### config.mk
export PLATFORM = sky130hd
export DESIGN_NAME = gpr_norm_unit
export DESIGN_NICKNAME = d
export VERILOG_FILES = /design/src/gpr_pkg.sv /design/src/gpr_norm_unit.sv
export SDC_FILE = /design/constraint.sdc
export NUM_CORES = 1
export LEC_CHECK = 0
export BUFFER_PORTS_ARGS = -buffer_cell sky130_fd_sc_hd__buf_2
export CAP_MARGIN = 20
export CORE_MARGIN = 5
export CORE_UTILIZATION = 55
export DETAILED_ROUTE_END_ITERATION = 10
export PLACE_DENSITY = 0.83
export REMOVE_ABC_BUFFERS = 1
export SLEW_MARGIN = 40
export SYNTH_ARGS = -nofsm -noshare
export SYNTH_HDL_FRONTEND = slang
export SYNTH_SLANG_ARGS = --single-unit
### constraint.sdc
create_clock -name clk -period 8.44 [get_ports clk]
set_input_delay 1.266 -clock clk [delete_from_list [all_inputs] [get_ports clk]]
set_output_delay 1.266 -clock clk [all_outputs]
set_load 0.02 [all_outputs]
### src/gpr_pkg.sv
// Shared constants, cell record and codes of the grid potential relaxation unit.
package gpr_pkg;

	localparam int GRID_SIDE = 64;
	localparam int COORD_W   = 6;
	localparam int ADDR_W    = 2 * COORD_W;
	localparam int FRAC_BITS = 16;
	localparam int POT_W     = 18;
	localparam int PREF_W    = 18;
	localparam int GRAD_W    = 16;
	localparam int TV_W      = 32;
	localparam int DIFF_W    = POT_W + 1;          // difference of two potentials
	localparam int SQ_W      = 2 * POT_W;          // squared difference magnitude
	localparam int NORM_W    = SQ_W + 1;           // sum of two squares
	localparam int PROD_W    = PREF_W + DIFF_W;    // pref times gradient sum
	localparam int EDC_SH    = FRAC_BITS + 3;      // divide by 8 and drop fraction
	localparam int QUO_W     = 31;                 // floor(a * 2^30 / b), a <= b
	localparam int MAG_W     = GRAD_W - 1;

	localparam logic [COORD_W-1:0] COORD_MIN = COORD_W'(1);
	localparam logic [COORD_W-1:0] COORD_MAX = COORD_W'(GRID_SIDE - 2);

	localparam logic [1:0] REQ_WRITE = 2'd0;
	localparam logic [1:0] REQ_SWEEP = 2'd1;
	localparam logic [1:0] REQ_READ  = 2'd2;

	localparam logic [1:0] STAT_ACK   = 2'd0;
	localparam logic [1:0] STAT_READ  = 2'd1;
	localparam logic [1:0] STAT_SWEEP = 2'd2;

	localparam logic [1:0] KIND_FREE = 2'd0;

	typedef struct packed {
		logic [1:0]              kind;
		logic                    visited;
		logic signed [POT_W-1:0] pot;
		logic [PREF_W-1:0]       pref;
	} cell_t;

endpackage

### src/gpr_norm_unit.sv
// Unit-vector component magnitude: isqrt(floor(a * 2^30 / b)), one bit per cycle.
module gpr_norm_unit
	import gpr_pkg::*;
(
	input  logic              clk,
	input  logic              arst_n,
	input  logic              start,
	input  logic [SQ_W-1:0]   num,
	input  logic [NORM_W-1:0] den,
	output logic              done,
	output logic [MAG_W-1:0]  mag
);

	localparam logic [1:0] PH_IDLE = 2'd0;
	localparam logic [1:0] PH_DIV  = 2'd1;
	localparam logic [1:0] PH_SQRT = 2'd2;

	logic [1:0]        phase_q;
	logic [NORM_W:0]   rem_q;
	logic [QUO_W-1:0]  quo_q;
	logic [4:0]        cnt_q;
	logic [QUO_W-1:0]  bit_q;
	logic [QUO_W:0]    res_q;
	logic              done_q;
	logic [MAG_W-1:0]  mag_q;

	logic [NORM_W:0]   trial;
	logic              ge;
	logic [QUO_W:0]    rb;
	logic              take;
	logic [QUO_W:0]    res_next;

	// restoring division step
	always_comb begin
		trial = (cnt_q == 5'd0) ? rem_q : {rem_q[NORM_W-1:0], 1'b0};
		ge    = trial >= {1'b0, den};
	end

	// square root digit step
	always_comb begin
		rb       = res_q + {1'b0, bit_q};
		take     = {1'b0, quo_q} >= rb;
		res_next = take ? ((res_q >> 1) + {1'b0, bit_q}) : (res_q >> 1);
	end

	always_ff @(posedge clk or negedge arst_n) begin
		if (!arst_n) begin
			phase_q <= PH_IDLE;
			done_q  <= 1'b0;
			cnt_q   <= '0;
		end else begin
			done_q <= 1'b0;
			case (phase_q)
				PH_IDLE: begin
					if (start) begin
						rem_q   <= {2'b0, num};
						quo_q   <= '0;
						cnt_q   <= '0;
						phase_q <= PH_DIV;
					end
				end
				PH_DIV: begin
					rem_q <= ge ? (trial - {1'b0, den}) : trial;
					quo_q <= {quo_q[QUO_W-2:0], ge};
					cnt_q <= cnt_q + 5'd1;
					if (cnt_q == 5'(QUO_W - 1)) begin
						bit_q   <= {1'b1, {(QUO_W-1){1'b0}}};
						res_q   <= '0;
						phase_q <= PH_SQRT;
					end
				end
				PH_SQRT: begin
					if (take)
						quo_q <= quo_q - rb[QUO_W-1:0];
					res_q <= res_next;
					bit_q <= bit_q >> 2;
					if (bit_q[0]) begin
						mag_q   <= (res_next > (QUO_W+1)'(2**MAG_W - 1)) ?
							{MAG_W{1'b1}} : res_next[MAG_W-1:0];
						done_q  <= 1'b1;
						phase_q <= PH_IDLE;
					end
				end
				default: phase_q <= PH_IDLE;
			endcase
		end
	end

	assign done = done_q;
	assign mag  = mag_q;

endmodule

Yosys cells after proc, flatten, opt, wreduce, memory -nomap -nowiden
Cells that the tools add are included.
{ "totals": {"reg_bits": 155, "inputBits": 76, "out_inout_bits": 16, "wordCells": 54} }
{ "classes": {"addsub": 5, "n_lt_le_gt_ge": 3, "eq_ne": 7, "muxes": 20, "reduce_logical": 11} }
{ "ops": {"columns": ["cell", "count"], "rows": [
  ["$mux 38", 3],
  ["$mux 31", 3],
  ["$pmux 31 s3", 1],
  ["$pmux 38 s2", 1],
  ["$mux 32", 2],
  ["$pmux 32 s2", 1],
  ["$pmux 31 s2", 1],
  ["$ge 38x37->1", 1],
  ["$sub 38x37->38", 1],
  ["$add 31x31->32", 1],
  ["$add 32x31->32", 1],
  ["$ge 31x32->1", 1],
  ["$gt 32x15->1 const B", 1],
  ["$sub 31x31->31", 1],
  ["$reduce_and 3->1", 4],
  ["$pmux 5 s2", 1],
  ["$ne 2x2->1 const B", 4],
  ["$mux 2", 3],
  ["$pmux 2 s3", 1],
  ["$add 5x1->5 const B", 1],
  ["$eq 5x5->1 const B", 1],
  ["$logic_not 5->1", 1],
  ["$mux 5", 1],
  ["$reduce_and 4->1", 1],
  ["other kinds (7)", 9]
]} }

Depth between registers and ports, before layout
{ "logic_depth": {"word_depth": 5, "mapped_depth": 24, "ltp_nobuf": 22} }

Least setup slack after synthesis
Ideal clock, no wire load.
{ "synth_timing": {"kind": "reg-to-reg", "startpoint": "reg bit_q[0]", "endpoint": "reg quo_q[0] (enable)", "setup_ps": 430, "arrival_ps": 5788, "required_time_ps": 8010, "slack_ps": 2222, "path_stages_with_launch": 23, "n_path_buf": 2, "synth_period_minus_slack_ps": 6218, "path_cell_list": "edfxtp_1 -> ha_1 -> ha_1 -> a21oi_1 -> o21ai_1 -> a21oi_1 -> o31ai_1 -> a31oi_1 -> o311ai_1 -> a221o_1 -> a31oi_1 -> nor2b_1 -> xnor2_1 -> ha_1 -> o21ai_0 -> nand2b_1 -> a31o_2 -> o21a_1 -> nor4b_2 -> nor2_1 -> buf_2 -> buf_2 -> a21oi_1"} }
{ "synth_between": {"elab_chain_cells": 4} }
{ "synth_rtl": {"columns": ["item", "line", "rtl"], "rows": [
  ["start: declaration", "gpr_norm_unit.sv:22", "logic [QUO_W-1:0] bit_q;"],
  ["start signal: assignment", "gpr_norm_unit.sv:67", "bit_q <= {1'b1, {(QUO_W-1){1'b0}}};"],
  ["start signal: assignment", "gpr_norm_unit.sv:76", "bit_q <= bit_q >> 2;"],
  ["$add 32x31->32", "gpr_norm_unit.sv:41", "rb = res_q + {1'b0, bit_q};"],
  ["$ge 31x32->1", "gpr_norm_unit.sv:42", "take = {1'b0, quo_q} >= rb;"],
  ["$ne 2x2->1 (no line)", null, null],
  ["$reduce_and 4->1 (no line)", null, null],
  ["end signal: assignment", "gpr_norm_unit.sv:64", "quo_q <= {quo_q[QUO_W-2:0], ge};"],
  ["end signal: assignment", "gpr_norm_unit.sv:74", "quo_q <= quo_q - rb[QUO_W-1:0];"],
  ["end: declaration", "gpr_norm_unit.sv:20", "logic [QUO_W-1:0] quo_q;"]
]} }
Every way passes these cells.
A chain may end at the register's enable or synchronous reset.

Final worst setup path
{ "layout_timing": {"startpoint": "reg bit_q[0]", "endpoint": "reg res_q[3] (data pin)"} }
{ "layout_between": {"elab_chain_cells": 4, "elab_cells_between_ends": 5, "classes_between": "add/sub (2); order compare (1); mux (2)"} }
{ "layout_rtl": {"columns": ["item", "line", "rtl"], "rows": [
  ["$add 32x31->32", "gpr_norm_unit.sv:41", null],
  ["$ge 31x32->1", "gpr_norm_unit.sv:42", null],
  ["$mux 32 (*)", "gpr_norm_unit.sv:43", "res_next = take ? ((res_q >> 1) + {1'b0, bit_q}) : (res_q >> 1);"],
  ["$pmux 32 s2 (*)", "gpr_norm_unit.sv:53", "case (phase_q)"],
  ["end signal: assignment", "gpr_norm_unit.sv:75", "res_q <= res_next;"],
  ["end: declaration", "gpr_norm_unit.sv:23", "logic [QUO_W:0] res_q;"]
]} }
Every way passes the cells marked *; elsewhere a longest branch is shown, timed or not.

==> impl_results.md <==
* IO buf count at 91
* First-pass GRT wire length at 50300 um
* FF-to-FF setup slack at 2.23 ns
* Critical path startpoint category: flop
* ANT cells at 0
* Post-synthesis sequential area ratio at 33.2%
* Largest net degree at the start of global routing at 61
* Yosys top cell area share at 31.6%
* Vias in the first global route at 10500
* Clock-pin slew on the worst setup and hold paths at 0.06 ns
* Dpl ws at 2.00 ns
* Area Growth Syn to Fin at 10.4%
* Area leader, netlist: edfxtp_1
* Hpwl dp at 22000 um
* Die Y at 161 um
* WHS at 0.543 ns
* Layout Nets at 1664
* Vias per cell at 6.09
* Die width at 161 um
* CTS tree: built
* Crit path max fanout at 24
* Ranking of synthesized cells by area: edfxtp_1 32%, ha_1 11%, xnor2_1 5.1%
* First-pass iteration count of the detailed router at 5
* DR WL/cell at 17.0 um
* Num ports at 92
* RSZ-0062 raised after global routing: no
* Die Area at 26000 um2
* TritonCTS Buffers at 17
* Worst-Skew Late Latency at 0.43 ns
* Post-Syn Instances at 1411
* DR vias at 10800
* Share of cells above drive strength 1 at 13.6%
* Initial Utilization at 55.6%
* DRT iter0 DRCs at 822
* Post-CTS Resized at 0
* Row count at 55
* Worst hold path depth at 2
* Async S/R FF share, synth at 5.71%
* Post-layout min period at 6.21 ns
* Root buffer cell: clkbuf_16
* Tot GR Track Use at 22.9%
* Worst-Margin Slew at 0.765 ns
* Final worst slack at 2.23 ns
* CP arrival at 6.36 ns
* Post-route ant nets at 0
* Initial antenna violation count at 0
* Routed wire length at 30100 um
* Synth unique cells at 80
* TritonCTS Sinks at 140
* Seq cells post-synth at 140
* Slew Viols, Final at 0
* Core area at 22600 um2
* Final period util at 73.6%
* Setup crit end kind: flop
* Max-cap violations at 0
* Setup Fix Bufs, Post-CTS at 0
* TNS Setup at 0 ns
* Reg2Reg Depth at 23
* Worst slew margin at 49.0%
* Grt ovf at 0
* Max Clk Rate at 161 MHz
* Type of the worst min-delay path: flop to flop
* Yosys warnings at 0
* Post-cts hold buffer count at 0
* Critical path type: flop to flop
* CTS Buffer Depth at 2
* Data required, critical path at 8.59 ns
* Setup Skew at 0.00906 ns
* Mapped Area at 12600 um2
* Synth Area per Inst at 8.90 um2
* Most common cell after layout, fill and taps aside: nor2_1
* EDFF count, synth at 132
* Final hold viol count at 0
* Status: complete, no violations
* Leading cell types in the layout, fill and taps excluded: 147 x nor2_1, 132 x edfxtp_1, 123 x a21oi_1
* Synth Flop Type: edfxtp_1
* Number of H-tree levels at 4
* # setup viols final at 0
* RePlAce Congestion at 0.906
* Residual DRC at 0
## state kept, by name, summed over array words and instances, names as in the netlist
name,cells
quo_q,31
done,1
phase_q,2
res_q,32
mag,15
bit_q,16
cnt_q,5
rem_q,38
## final cells by class
| type | count | area [um2] |
|---|---|---|
| Sequential cell | 140 | 4160 |
| Multi-Input combinational cell | 1145 | 7960 |
| Fill cell | 1932 | 8710 |
| Tap cell | 285 | 357 |
| Timing Repair Buffer | 101 | 546 |
| Clock inverter | 15 | 141 |
| Inverter | 72 | 270 |
| Clock buffer | 17 | 425 |
## cell families after synthesis
| kind of cell | after synthesis | share of synthesized area [%] |
|---|---|---|
| buffers and inverters | 126 | 3.85 |
| AO/OA/AOI/OAI | 394 | 19.9 |
| XOR/XNOR | 112 | 7.81 |
| adder cells (fa/ha/maj) | 111 | 11.2 |
| flip-flops | 140 | 33.2 |
| multiplexers | 63 | 5.40 |
| AND/OR/NAND/NOR | 465 | 18.7 |
## cell usage after synthesis, types with 8 or more instances
| cell type | count |
|---|---|
| nor2_1 | 148 |
| edfxtp_1 | 132 |
| a21oi_1 | 125 |
| ha_1 | 109 |
| nand2_1 | 103 |
| xnor2_1 | 73 |
| inv_1 | 70 |
| o21ai_0 | 60 |
| clkbuf_1 | 47 |
| a31oi_1 | 40 |
| xor2_1 | 39 |
| nor2b_1 | 38 |
| mux2_2 | 37 |
| and2_1 | 28 |
| nand3_1 | 26 |
| mux2i_1 | 25 |
| a21o_1 | 23 |
| nor3_1 | 23 |
| nand2b_1 | 20 |
| and3_1 | 19 |
| a22oi_1 | 18 |
| o21ai_1 | 16 |
| o21bai_1 | 16 |
| nand4_1 | 15 |
| a211oi_1 | 14 |
| nand2b_4 | 10 |
| o21a_1 | 9 |
| dfrtp_1 | 8 |
| o211ai_1 | 8 |
## path summary, 6_finish.rpt
check,startpoint,to
max,bit_q[0],res_q[3]
min,cnt_q[0],cnt_q[0]
max reg2reg,bit_q[0],res_q[3]
min reg2reg,cnt_q[0],cnt_q[0]
max in group asynchronous,arst_n,cnt_q[1]
min in group asynchronous,arst_n,cnt_q[4]
## per-stage QoR
step,cells,utilization (%),area (um2)
floorplan,1357,-,12300
global placement,1741,58.8,13300
detailed placement,1743,58.9,13300
CTS,1775,61.4,13900
global route,1775,61.4,13900
finish,1775,61.4,13900
## layer usage
metal	share of wire [%]	vias to the layer above	routed length, um	track usage [%]
met4	1.9	0	569	7.29
met3	5.5	53	1640	3.11
li1	-	5314	-	-
met2	48	371	14300	38.7
met1	45	5076	13600	30.7
met5	0	-	0	0
## critical path, cell delays in order, from the launching register on
cell      delay [ns]
edfxtp_1        0.45
ha_1            0.28
ha_1            0.22
a21oi_1         0.24
o21ai_1         0.14
a21oi_1         0.28
o31ai_1         0.15
a31oi_1         0.29
o311ai_1        0.20
a221o_1         0.33
a31oi_1         0.23
nor2b_1         0.08
xnor2_1         0.13
ha_1            0.22
a211oi_1        0.28
o21ai_0         0.16
or4b_1          0.48
o21a_1          0.21
nor4b_2         0.21
nor2_4          0.45
buf_4           0.39
nor2_1          0.11
xnor2_1         0.31
nor2_1          0.08
Power is not shown: default switching activity piles up to over one toggle a cycle in this logic, so the estimate is an artifact.
